<file path="src/rtl/fbcm_pkg.sv">
// Shared command and status codes for the block chain manager.
`timescale 1ns / 1ps

package fbcm_pkg;

    typedef enum logic [2:0] {
        ACT_CREATE = 3'd0,
        ACT_REMOVE = 3'd1,
        ACT_ADD    = 3'd2,
        ACT_DELETE = 3'd3,
        ACT_NEXT   = 3'd4,
        ACT_FIRST  = 3'd5
    } action_t;

    typedef enum logic [2:0] {
        ST_OK        = 3'd0,
        ST_NO_FILE   = 3'd1,
        ST_EXISTS    = 3'd2,
        ST_NO_ROOM   = 3'd3,
        ST_NOT_EMPTY = 3'd4,
        ST_DISK_FULL = 3'd5,
        ST_NOT_IN    = 3'd6
    } status_t;

endpackage

</file>
<file path="src/rtl/fbcm_ram.sv">
// Generic single-write, single-read RAM with a registered read port.
`timescale 1ns / 1ps

module fbcm_ram #(
    parameter int WIDTH = 8,
    parameter int DEPTH = 256
) (
    input  logic                     clk,
    input  logic                     we,
    input  logic [$clog2(DEPTH)-1:0] waddr,
    input  logic [WIDTH-1:0]         wdata,
    input  logic [$clog2(DEPTH)-1:0] raddr,
    output logic [WIDTH-1:0]         rdata
);

    logic [WIDTH-1:0] mem [DEPTH];

    always_ff @(posedge clk)
    begin
        if (we)
        begin
            mem[waddr] <= wdata;
        end
        rdata <= mem[raddr];
    end

endmodule

</file>
<file path="src/rtl/fat_block_chain_manager_unit.sv">
// Top level of the file allocation table block chain manager.
`timescale 1ns / 1ps
// Usage
// Requests arrive on the input channel (in_valid/in_ready) carrying action,
// file_key and block_index; each request yields exactly one result on the
// output channel (out_valid/out_ready) carrying status and result_block.
// The link table sits in a RAM with a registered read; the root directory is
// held in registers and searched in parallel when a request is taken.
// One request is worked on at a time. Create, remove, first block and
// errors found at dispatch go from dispatch straight to the result. Add
// block first takes a block off the free chain (a full disk ends there),
// clears it and then walks the file's chain to append it at the end. Next
// block and delete block walk the chain link by link to the given block;
// a block missing from the chain answers once the walk reaches the end.
// The chain walk through the RAM port sets the rate.
// After reset the block writes every entry of the initial link table
// (reserved entries and the free chain) and takes no request then.
// A finished result waits in an output register while the receiver stalls;
// the next request may be taken and worked on meanwhile, but its result is
// held back until the earlier one has been taken.

module fat_block_chain_manager_unit #(
    parameter int NUM_BLOCKS   = 256,
    parameter int ROOT_ENTRIES = 12,
    parameter int FAT_BLOCKS   = 11
) (
    input  logic        clk,
    input  logic        rst_n,
    input  logic        in_valid,
    output logic        in_ready,
    input  logic [2:0]  action,
    input  logic [31:0] file_key,
    input  logic [7:0]  block_index,
    output logic        out_valid,
    input  logic        out_ready,
    output logic [2:0]  status,
    output logic [7:0]  result_block
);

    import fbcm_pkg::*;

    localparam int BW    = $clog2(NUM_BLOCKS);
    localparam int RW    = (ROOT_ENTRIES > 1) ? $clog2(ROOT_ENTRIES) : 1;
    localparam int START = FAT_BLOCKS + 2;

    typedef enum logic [3:0] {
        S_INIT, S_IDLE, S_DISP, S_A_ALLOC, S_A_NXT, S_A_CLR, S_A_WALK,
        S_WALK, S_D_RDBLK, S_D_FREE, S_D_PUSH, S_OUT
    } state_t;

    state_t          state_reg;
    logic [BW-1:0]   init_cnt_reg;
    logic [31:0]     name_reg [ROOT_ENTRIES];
    logic [BW-1:0]   head_reg [ROOT_ENTRIES];
    logic [2:0]      action_reg;
    logic [31:0]     key_reg;
    logic [BW-1:0]   blk_reg;
    logic            blk_ok_reg;
    logic            found_reg;
    logic [RW-1:0]   fidx_reg;
    logic            empty_reg;
    logic [RW-1:0]   eidx_reg;
    logic [BW-1:0]   alloc_reg;
    logic [BW-1:0]   b_reg;
    logic [BW-1:0]   pred_reg;
    logic [BW:0]     steps_reg;
    logic [2:0]      st_reg;
    logic [BW-1:0]   res_reg;
    logic            out_valid_reg;
    logic [2:0]      status_reg;
    logic [7:0]      result_reg;

    logic            found_next;
    logic [RW-1:0]   fidx_next;
    logic            empty_next;
    logic [RW-1:0]   eidx_next;
    logic [BW-1:0]   head_cur;
    logic            chain_start_ok;
    logic            walk_live;

    logic            ram_we;
    logic [BW-1:0]   ram_waddr;
    logic [BW-1:0]   ram_wdata;
    logic [BW-1:0]   ram_raddr;
    logic [BW-1:0]   ram_rdata;

    function automatic logic [BW-1:0] init_value(input logic [BW-1:0] idx);
        logic [BW-1:0] val;
        if (idx == '0)
        begin
            val = (START < NUM_BLOCKS) ? BW'(START) : '0;
        end
        else if (32'(idx) < START)
        begin
            val = BW'(1);
        end
        else if (idx == BW'(NUM_BLOCKS - 1))
        begin
            val = '0;
        end
        else
        begin
            val = idx + BW'(1);
        end
        return val;
    endfunction

    fbcm_ram #(
        .WIDTH(BW),
        .DEPTH(NUM_BLOCKS)
    ) u_link_ram (
        .clk  (clk),
        .we   (ram_we),
        .waddr(ram_waddr),
        .wdata(ram_wdata),
        .raddr(ram_raddr),
        .rdata(ram_rdata)
    );

    always_comb
    begin
        found_next = 1'b0;
        fidx_next  = '0;
        empty_next = 1'b0;
        eidx_next  = '0;
        for (int i = ROOT_ENTRIES - 1; i >= 0; i--)
        begin
            if (name_reg[i] == file_key && file_key != '0)
            begin
                found_next = 1'b1;
                fidx_next  = RW'(i);
            end
            if (name_reg[i] == '0)
            begin
                empty_next = 1'b1;
                eidx_next  = RW'(i);
            end
        end
    end

    assign head_cur       = head_reg[fidx_reg];
    assign chain_start_ok = blk_ok_reg && (blk_reg != '0) && (head_cur != '0);
    assign walk_live      = (steps_reg < (BW+1)'(NUM_BLOCKS));

    always_comb
    begin
        ram_we    = 1'b0;
        ram_waddr = '0;
        ram_wdata = '0;
        ram_raddr = '0;
        unique case (state_reg)
            S_INIT:
            begin
                ram_we    = 1'b1;
                ram_waddr = init_cnt_reg;
                ram_wdata = init_value(init_cnt_reg);
            end
            S_DISP:
            begin
                ram_raddr = (head_cur == blk_reg) ? blk_reg : head_cur;
                if (action_reg == ACT_ADD)
                begin
                    ram_raddr = '0;
                end
            end
            S_A_ALLOC:
            begin
                ram_raddr = ram_rdata;
            end
            S_A_NXT:
            begin
                ram_we    = 1'b1;
                ram_waddr = '0;
                ram_wdata = ram_rdata;
            end
            S_A_CLR:
            begin
                ram_we    = 1'b1;
                ram_waddr = alloc_reg;
                ram_wdata = '0;
                ram_raddr = head_cur;
            end
            S_A_WALK:
            begin
                ram_raddr = ram_rdata;
                if (!(walk_live && ram_rdata != '0))
                begin
                    ram_we    = 1'b1;
                    ram_waddr = b_reg;
                    ram_wdata = alloc_reg;
                end
            end
            S_WALK:
            begin
                ram_raddr = ram_rdata;
            end
            S_D_RDBLK:
            begin
                ram_raddr = '0;
                if (action_reg == ACT_DELETE && pred_reg != '0)
                begin
                    ram_we    = 1'b1;
                    ram_waddr = pred_reg;
                    ram_wdata = ram_rdata;
                end
            end
            S_D_FREE:
            begin
                ram_we    = 1'b1;
                ram_waddr = blk_reg;
                ram_wdata = ram_rdata;
            end
            S_D_PUSH:
            begin
                ram_we    = 1'b1;
                ram_waddr = '0;
                ram_wdata = blk_reg;
            end
            default:
            begin
                ram_we = 1'b0;
            end
        endcase
    end

    always_ff @(posedge clk or negedge rst_n)
    begin
        if (!rst_n)
        begin
            state_reg     <= S_INIT;
            init_cnt_reg  <= '0;
            out_valid_reg <= 1'b0;
            for (int i = 0; i < ROOT_ENTRIES; i++)
            begin
                name_reg[i] <= '0;
                head_reg[i] <= '0;
            end
        end
        else
        begin
            if (out_valid_reg && out_ready && state_reg != S_OUT)
            begin
                out_valid_reg <= 1'b0;
            end
            unique case (state_reg)
                S_INIT:
                begin
                    init_cnt_reg <= init_cnt_reg + BW'(1);
                    if (init_cnt_reg == BW'(NUM_BLOCKS - 1))
                    begin
                        state_reg <= S_IDLE;
                    end
                end
                S_IDLE:
                begin
                    if (in_valid)
                    begin
                        action_reg <= action;
                        key_reg    <= file_key;
                        blk_reg    <= BW'(block_index);
                        blk_ok_reg <= (32'(block_index) < NUM_BLOCKS);
                        found_reg  <= found_next;
                        fidx_reg   <= fidx_next;
                        empty_reg  <= empty_next;
                        eidx_reg   <= eidx_next;
                        state_reg  <= S_DISP;
                    end
                end
                S_DISP:
                begin
                    st_reg    <= ST_OK;
                    res_reg   <= '0;
                    steps_reg <= '0;
                    b_reg     <= head_cur;
                    pred_reg  <= '0;
                    state_reg <= S_OUT;
                    if (action_reg == ACT_CREATE)
                    begin
                        if (key_reg == '0)
                        begin
                            st_reg <= ST_NO_FILE;
                        end
                        else if (found_reg)
                        begin
                            st_reg <= ST_EXISTS;
                        end
                        else if (empty_reg)
                        begin
                            name_reg[eidx_reg] <= key_reg;
                            head_reg[eidx_reg] <= '0;
                        end
                        else
                        begin
                            st_reg <= ST_NO_ROOM;
                        end
                    end
                    else if (action_reg <= ACT_FIRST && !found_reg)
                    begin
                        st_reg <= ST_NO_FILE;
                    end
                    else
                    begin
                        unique case (action_reg)
                            ACT_REMOVE:
                            begin
                                if (head_cur != '0)
                                begin
                                    st_reg <= ST_NOT_EMPTY;
                                end
                                else
                                begin
                                    name_reg[fidx_reg] <= '0;
                                end
                            end
                            ACT_ADD:
                            begin
                                state_reg <= S_A_ALLOC;
                            end
                            ACT_DELETE, ACT_NEXT:
                            begin
                                if (!chain_start_ok)
                                begin
                                    st_reg <= ST_NOT_IN;
                                end
                                else if (head_cur == blk_reg)
                                begin
                                    state_reg <= S_D_RDBLK;
                                end
                                else
                                begin
                                    state_reg <= S_WALK;
                                end
                            end
                            ACT_FIRST:
                            begin
                                res_reg <= head_cur;
                            end
                            default:
                            begin
                                st_reg <= ST_OK;
                            end
                        endcase
                    end
                end
                S_A_ALLOC:
                begin
                    alloc_reg <= ram_rdata;
                    if (ram_rdata == '0)
                    begin
                        st_reg    <= ST_DISK_FULL;
                        state_reg <= S_OUT;
                    end
                    else
                    begin
                        state_reg <= S_A_NXT;
                    end
                end
                S_A_NXT:
                begin
                    state_reg <= S_A_CLR;
                end
                S_A_CLR:
                begin
                    res_reg <= alloc_reg;
                    if (head_cur == '0)
                    begin
                        head_reg[fidx_reg] <= alloc_reg;
                        state_reg          <= S_OUT;
                    end
                    else
                    begin
                        state_reg <= S_A_WALK;
                    end
                end
                S_A_WALK:
                begin
                    if (walk_live && ram_rdata != '0)
                    begin
                        b_reg     <= ram_rdata;
                        steps_reg <= steps_reg + (BW+1)'(1);
                    end
                    else
                    begin
                        state_reg <= S_OUT;
                    end
                end
                S_WALK:
                begin
                    if (!walk_live || ram_rdata == '0)
                    begin
                        st_reg    <= ST_NOT_IN;
                        state_reg <= S_OUT;
                    end
                    else if (ram_rdata == blk_reg)
                    begin
                        pred_reg  <= b_reg;
                        state_reg <= S_D_RDBLK;
                    end
                    else
                    begin
                        b_reg     <= ram_rdata;
                        steps_reg <= steps_reg + (BW+1)'(1);
                    end
                end
                S_D_RDBLK:
                begin
                    if (action_reg == ACT_NEXT)
                    begin
                        res_reg   <= ram_rdata;
                        state_reg <= S_OUT;
                    end
                    else
                    begin
                        if (pred_reg == '0)
                        begin
                            head_reg[fidx_reg] <= ram_rdata;
                        end
                        state_reg <= S_D_FREE;
                    end
                end
                S_D_FREE:
                begin
                    state_reg <= S_D_PUSH;
                end
                S_D_PUSH:
                begin
                    state_reg <= S_OUT;
                end
                S_OUT:
                begin
                    if (!out_valid_reg || out_ready)
                    begin
                        out_valid_reg <= 1'b1;
                        status_reg    <= st_reg;
                        result_reg    <= 8'(res_reg);
                        state_reg     <= S_IDLE;
                    end
                end
                default:
                begin
                    state_reg <= S_IDLE;
                end
            endcase
        end
    end

    assign in_ready     = (state_reg == S_IDLE);
    assign out_valid    = out_valid_reg;
    assign status       = status_reg;
    assign result_block = result_reg;

endmodule
</file>
<file path="config.mk">
export PLATFORM = sky130hd
export DESIGN_NAME = fat_block_chain_manager_unit
export DESIGN_NICKNAME = d
export VERILOG_FILES = /design/src/rtl/fbcm_pkg.sv /design/src/rtl/fbcm_ram.sv /design/src/rtl/fat_block_chain_manager_unit.sv
export SDC_FILE = /design/constraint.sdc
export NUM_CORES = 2
export LEC_CHECK = 0
export BUFFER_PORTS_ARGS = -buffer_cell sky130_fd_sc_hd__buf_2
export CELL_PAD_IN_SITES_DETAIL_PLACEMENT = 0
export CELL_PAD_IN_SITES_GLOBAL_PLACEMENT = 1
export CORE_MARGIN = 4
export CORE_UTILIZATION = 52
export DETAILED_ROUTE_END_ITERATION = 10
export PLACE_DENSITY_LB_ADDON = 0.1
export REMOVE_ABC_BUFFERS = 1
export SETUP_SLACK_MARGIN = 0.1
export SYNTH_ARGS = -nofsm -noshare
export SYNTH_HDL_FRONTEND = slang
export SYNTH_SLANG_ARGS = --single-unit
</file>
<file path="constraint.sdc">
create_clock -name clk -period 16.4 [get_ports clk]
set_input_delay 1.64 -clock clk [delete_from_list [all_inputs] [get_ports clk]]
set_output_delay 1.64 -clock clk [all_outputs]
set_load 0.02 [all_outputs]
</file>
# Word level (Yosys, flattened, before mapping)
# Memory sizes are Yosys's and may differ from the RTL's. A register that Yosys moved wholly into a read port is not among the register bits.
# Index checks and enable logic that the tools add are counted.
[word_totals] ff_bits=601 ramBits=2048 out_inout_bits=13 memories=1
[op_classes] add_sub_neg=2 order_cmp=7 n_eq_ne=56 muxes=115 n_bitwise=6 reduce_logical=76
[mem_list] name="u_link_ram.mem" depth=256 width=8 rd=1 rd_ports_with_merged_regs=1 wr=1 line_no="fbcm_ram.sv:16" rtl="logic [WIDTH-1:0] mem [DEPTH];"
[ops] operator="384-bit two-way mux" count=7
[ops] operator="96-bit two-way mux" count=7
[ops] operator="32-bit zero test" count=13
[ops] operator="384-bit bitwise AND" count=1
[ops] operator="384-bit bitwise mux" count=1
[ops] operator="32-bit == test" count=12
[ops] operator="384-bit inverter" count=1
[ops] operator="96-bit one-hot mux with 3 select lines" count=1
[ops] operator="32-bit demux with 4-bit select" count=2
[ops] operator="96-bit bitwise mux" count=2
[ops] operator="8-bit two-way mux" count=22
[ops] operator="96-bit bitwise AND" count=1
[ops] operator="96-bit inverter" count=1
[ops] operator="4-bit two-way mux" count=20
[ops] operator="8-bit one-hot mux with 5 select lines" count=2
[ops] operator="8-bit one-hot mux with 3 select lines" count=3
[ops] operator="8-bit demux with 4-bit select" count=2
[ops] operator="32-bit two-way mux" count=2
[ops] operator="4-bit one-hot mux with 12 select lines" count=1
[ops] operator="2-bit inequality test (second input constant)" count=22
[ops] operator="3-bit two-way mux" count=14
[ops] operator="8-bit binary-select mux with 4-bit select" count=1
[ops] operator="8-bit zero test" count=4
[ops] operator="32-bit nonzero test" count=1
[ops] operator="other kinds (49)" count=119

# Logic depth before layout (Yosys ltp)
[depth] word_depth=13 depth_mapped=19 ltp_nobuf=12

# Hierarchy
# A second synthesis with hierarchy kept.
[unflattened] hier_cells=6336 area_unflattened_um2=109399.9
[modules_own_cells] module="fbcm_ram" n_inst=1 cells_each=3733 area_each_um2=79556.3 seq_area_each_um2=61659.1
[modules_own_cells] module="fat_block_chain_manager_unit" n_inst=1 cells_each=2603 area_each_um2=29843.6 seq_area_each_um2=15579.9

# Worst setup path after synthesis
# No wires, ideal clock.
[synth_timing] path_kind="register to register" startpoint="reg state_reg[1]" endpoint="mem u_link_ram.mem[0][6], data pin" setup_ps=2187 t_arrival_ps=11293 t_required_ps=14213 slack_ps=2921 path_stages_with_launch=6 n_path_buf=2 path_cell_list="dfrtp_1 > clkbuf_1 > nor4_1 > clkbuf_1 > inv_1 > o21ai_0"
[synth_via] elab_chain_cells=3 word_cells_on_any_way=8 cone_classes="eq/ne: 5; mux: 1; reduce/logical: 2"
[synth_lines] element="start, declared" line_no="fat_block_chain_manager_unit.sv:51" rtl="state_t state_reg;"
[synth_lines] element="start signal, assigned" line_no="fat_block_chain_manager_unit.sv:230" rtl="state_reg <= S_INIT;"
[synth_lines] element="start signal, assigned" line_no="fat_block_chain_manager_unit.sv:251" rtl="state_reg <= S_IDLE;"
[synth_lines] element="start signal, assigned" line_no="fat_block_chain_manager_unit.sv:266" rtl="state_reg <= S_DISP;"
[synth_lines] element="4-bit == test or 4-bit by 3-bit == test with 1-bit output (tied branches)" line_no="fat_block_chain_manager_unit.sv:151" rtl="unique case (state_reg)"
[synth_lines] element="2-bit OR reduction (no line)"
[synth_lines] element="8-bit one-hot mux with 5 select lines *" line_no="fat_block_chain_manager_unit.sv:151"
[synth_lines] element="via ram_wdata[6]" line_no="fat_block_chain_manager_unit.sv:83" rtl="logic [BW-1:0] ram_wdata;"
[synth_lines] element="end, declared" line_no="fbcm_ram.sv:16"
# The timed path passes the listed nets; every way through them passes the cells marked *.

# Final worst setup path
[layout_timing] startpoint="reg fidx_reg[0]" endpoint="reg u_link_ram.rdata[7], read port of u_link_ram.mem"
[layout_via] elab_chain_cells=8
[layout_lines] element="start, declared" line_no="fat_block_chain_manager_unit.sv:60" rtl="logic [RW-1:0] fidx_reg;"
[layout_lines] element="start signal, assigned" line_no="fat_block_chain_manager_unit.sv:263" rtl="fidx_reg <= fidx_next;"
[layout_lines] element="4-bit inverter with 5-bit output (implied by the code) *" line_no="fat_block_chain_manager_unit.sv:141" rtl="assign head_cur = head_reg[fidx_reg];"
[layout_lines] element="8-bit binary-select mux with 4-bit select *" line_no="fat_block_chain_manager_unit.sv:141"
[layout_lines] element="8-bit two-way mux (implied by the code) * (2 in a row)" line_no="fat_block_chain_manager_unit.sv:141"
[layout_lines] element="8-bit == test" line_no="fat_block_chain_manager_unit.sv:160" rtl="ram_raddr = (head_cur == blk_reg) ? blk_reg : head_cur;"
[layout_lines] element="8-bit two-way mux" line_no="fat_block_chain_manager_unit.sv:160"
[layout_lines] element="8-bit two-way mux" line_no="fat_block_chain_manager_unit.sv:161" rtl="if (action_reg == ACT_ADD)"
[layout_lines] element="8-bit one-hot mux with 3 select lines *" line_no="fat_block_chain_manager_unit.sv:151"
[layout_lines] element="end, declared" line_no="fbcm_ram.sv:13" rtl="output logic [WIDTH-1:0] rdata"
# Mark *: on every way between the ends. The rest lies on a longest branch, timed or not. The select of a mux whose other input is x is not followed.
# A chain may end at the register's enable or synchronous reset.

==> reports/results.txt <==
DP Worst Slack - 8.77 ns
Die width - 474 um
Post-synth EDFFs - 2,156
Status - finished, final reports clean
Worst setup margin - 8.54 ns
Cts repair resizes - 0
H-tree depth reported by CTS - 5
Min Clock Period, post-route - 7.86 ns
Sequential-to-total area share from yosys stat - 68.4%
Remaining DRCs - 0
MaxCap Viol Count - 0
TritonCTS Sinks - 2,657
Worst-path fanout max - 104
Total track usage - 32.7%
CORE AREA - 215,000 um2
Top-area cell type share of the netlist area - 57.4%
Cell Area, Synth - 113,000 um2
Routed wire length - 373,000 um
Initial Utilization - 52.4%
Core Rows - 170
Max Slew Vio Count - 0
IO Count - 60
Yosys cell types - 87
Endpoint class of the critical path - register
Yosys warnings - 0
Max incr delay on CP - 0.99 ns
Crit path DAT - 8.69 ns
FMAX - 0.127 GHz
Mapped Cells - 9,666
TritonCTS clock tree - done
Gr ovfl total - 0
DIE HEIGHT - 474 um
Post-synth ARST share - 18.6%
M3 GR Usage - 5.47%
First-pass GRT wire length - 536,000 um
Initial DRC Count - 10,400
Post-CTS setup buffer count - 0
Commonest register cell after synthesis - edfxtp_1
Reg clk slew, reported paths - 0.06 ns
Commonest cells in the synthesized netlist - nand2_1, edfxtp_1, nand3_1
Largest net degree at the start of global routing - 204
CP cell instances - nand2b_1 -> o22ai_1 -> a2bb2oi_1 -> and2_4 -> buf_4 -> buf_4 -> buf_12 -> buf_4 -> nand2_1 -> and3_1 -> a311oi_1 -> a31oi_1 -> a211oi_1 -> a311oi_1 -> o32ai_1
Router iterations before antenna repair - 8
Clock Latency Late Sink - 0.95 ns
Max FFs per register - 2,048
Buffers added on ports - 59
LEAKAGE - 44.6 nW
Startpoint Class - register
Worst Hold Class - register to register
CTS Buf Count - 296
CTS hold repair buffers - 0
Layout Skew - 0.0497 ns
Most numerous cell in the Yosys netlist - nand2_1
Period Utilization, post-route - 47.9%
Setup-failing EPs final - 0
Vias in the first global route - 74,700
RSZ-0062 raised after global routing - false
HPWL after DPL - 214,000 um
Post-Syn Area per Cell - 11.7 um2
Post-route ant nets - 0
Critical path's slowest cell - edfxtp_1
Layout cells sized above 1 - 7.23%
Critical path class - register to register
Vias - 79,400
Top Usage Layer GRT - met2
Synthesized flop and latch total - 2,657
Area leader, netlist - edfxtp_1
RePlAce Congestion - 0.921
Root buf cell - clkbuf_16
Worst Tran Pin Value - 1.30 ns
Initial antenna violation count - 12
Average via count per standard cell - 6.34
DR WL/cell - 29.8 um
Met2 usage in global routing - 50.7%
Maximum clock insertion buffer count - 4
Pwr/cell area - 110 nW/um2
Worst path required time - 17.23 ns
Die Area - 225,000 um2
Nets - 9,522
Most frequent CP cell - buf_4
Fin. Hold Viols - 0
Maximum vdd ir drop - 0.0914 mV
Max-slew headroom - 11.1%
Area contributors post-synth - edfxtp_1, dfrtp_1, nand2_1, nand3_1, o21ai_0
Met1 Use GR - 45.4%
Layout area overhead - 10.2%
Setup_tns - 0 ns
[power breakdown]
group | total [W] | switching, W | internal [W]
Sequential | 0.00720 | 0.00000000000000000000526 | 0.00720
Combinational | 0.000136 | 0.000102 | 0.0000341
Clock | 0.00630 | 0.00264 | 0.00366
[worst max-delay path, delay by kind of cell, from the launching register on]
family,cells,cell delay (ns)
buf+inv,4,2.60
compound gates,7,2.63
simple gates,4,1.37
flops,1,0.99
[cells by family after synthesis]
kind of cell / count (synthesis) / synth area share (%)
simple gates: 4530 / 17.4
buf+inv: 717 / 2.59
mux: 111 / 1.13
compound gates: 1224 / 7.08
fa+ha+maj: 4 / 0.0444
xor+xnor: 423 / 3.28
flops: 2657 / 68.4
[layout by cell type (no fill, tap or decap), drive strengths merged, types with 69 or more instances in the layout]
master     n
a311oi   167
a31oi    152
and3     203
buf      209
clkbuf   382
clkinv    98
dfrtp    493
edfxtp  2156
mux2i     69
nand2   2686
nand3    838
nand4    108
nor2     386
nor4     192
o21ai    542
xnor2    241
xor2     182
[final cells by class]
| type | instances | area, um2 |
|---|---|---|
| tap | 2838 | 3550 |
| multi-input combinational | 6292 | 32900 |
| clock buffer | 382 | 7950 |
| fill | 17700 | 90900 |
| antenna | 7 | 17.5 |
| clock inverter | 129 | 1010 |
| timing repair buffer | 209 | 1660 |
| sequential | 2657 | 77200 |
| inverter | 15 | 56.3 |
[worst paths after layout]
check / slack (ns) / to / depth (start not counted) / start
worst max-delay path: 8.54 / u_link_ram.rdata[7] / 15 / fidx_reg[0]
max in group asynchronous: 13.16 / name_reg[311] / 3 / rst_n
worst min-delay path: 0.42 / result_block[5] / 0 / res_reg[5]
worst max register to register: 8.54 / u_link_ram.rdata[7] / 15 / fidx_reg[0]
worst min register to register: 0.42 / result_block[5] / 0 / res_reg[5]
min in group asynchronous: 0.67 / name_reg[30] / 1 / rst_n
[per-layer routing]
layer  share of wire (%)  vias up
met5              0.0088        -
met4                 5.5        6
met3                 8.9      946
met2                  46     4163
met1                  40    39800
li1                    -    34500
[through the flow]
stage / std cells / utilization (%) / power (W) / instance area [um2] / hold WS, ns
floorplan: 8964 / - / 0.00739 / 110000 / 0.400
global placement: 12000 / 53.6 / 0.00748 / 115000 / 0.405
detailed placement: 12000 / 53.6 / 0.00748 / 115000 / 0.406
CTS: 12500 / 57.8 / 0.0137 / 124000 / 0.420
global route: 12500 / 57.8 / 0.0140 / 124000 / 0.435
finish: 12500 / 57.8 / 0.0136 / 124000 / 0.419
Note: power is estimated with default switching activity, not from simulation.
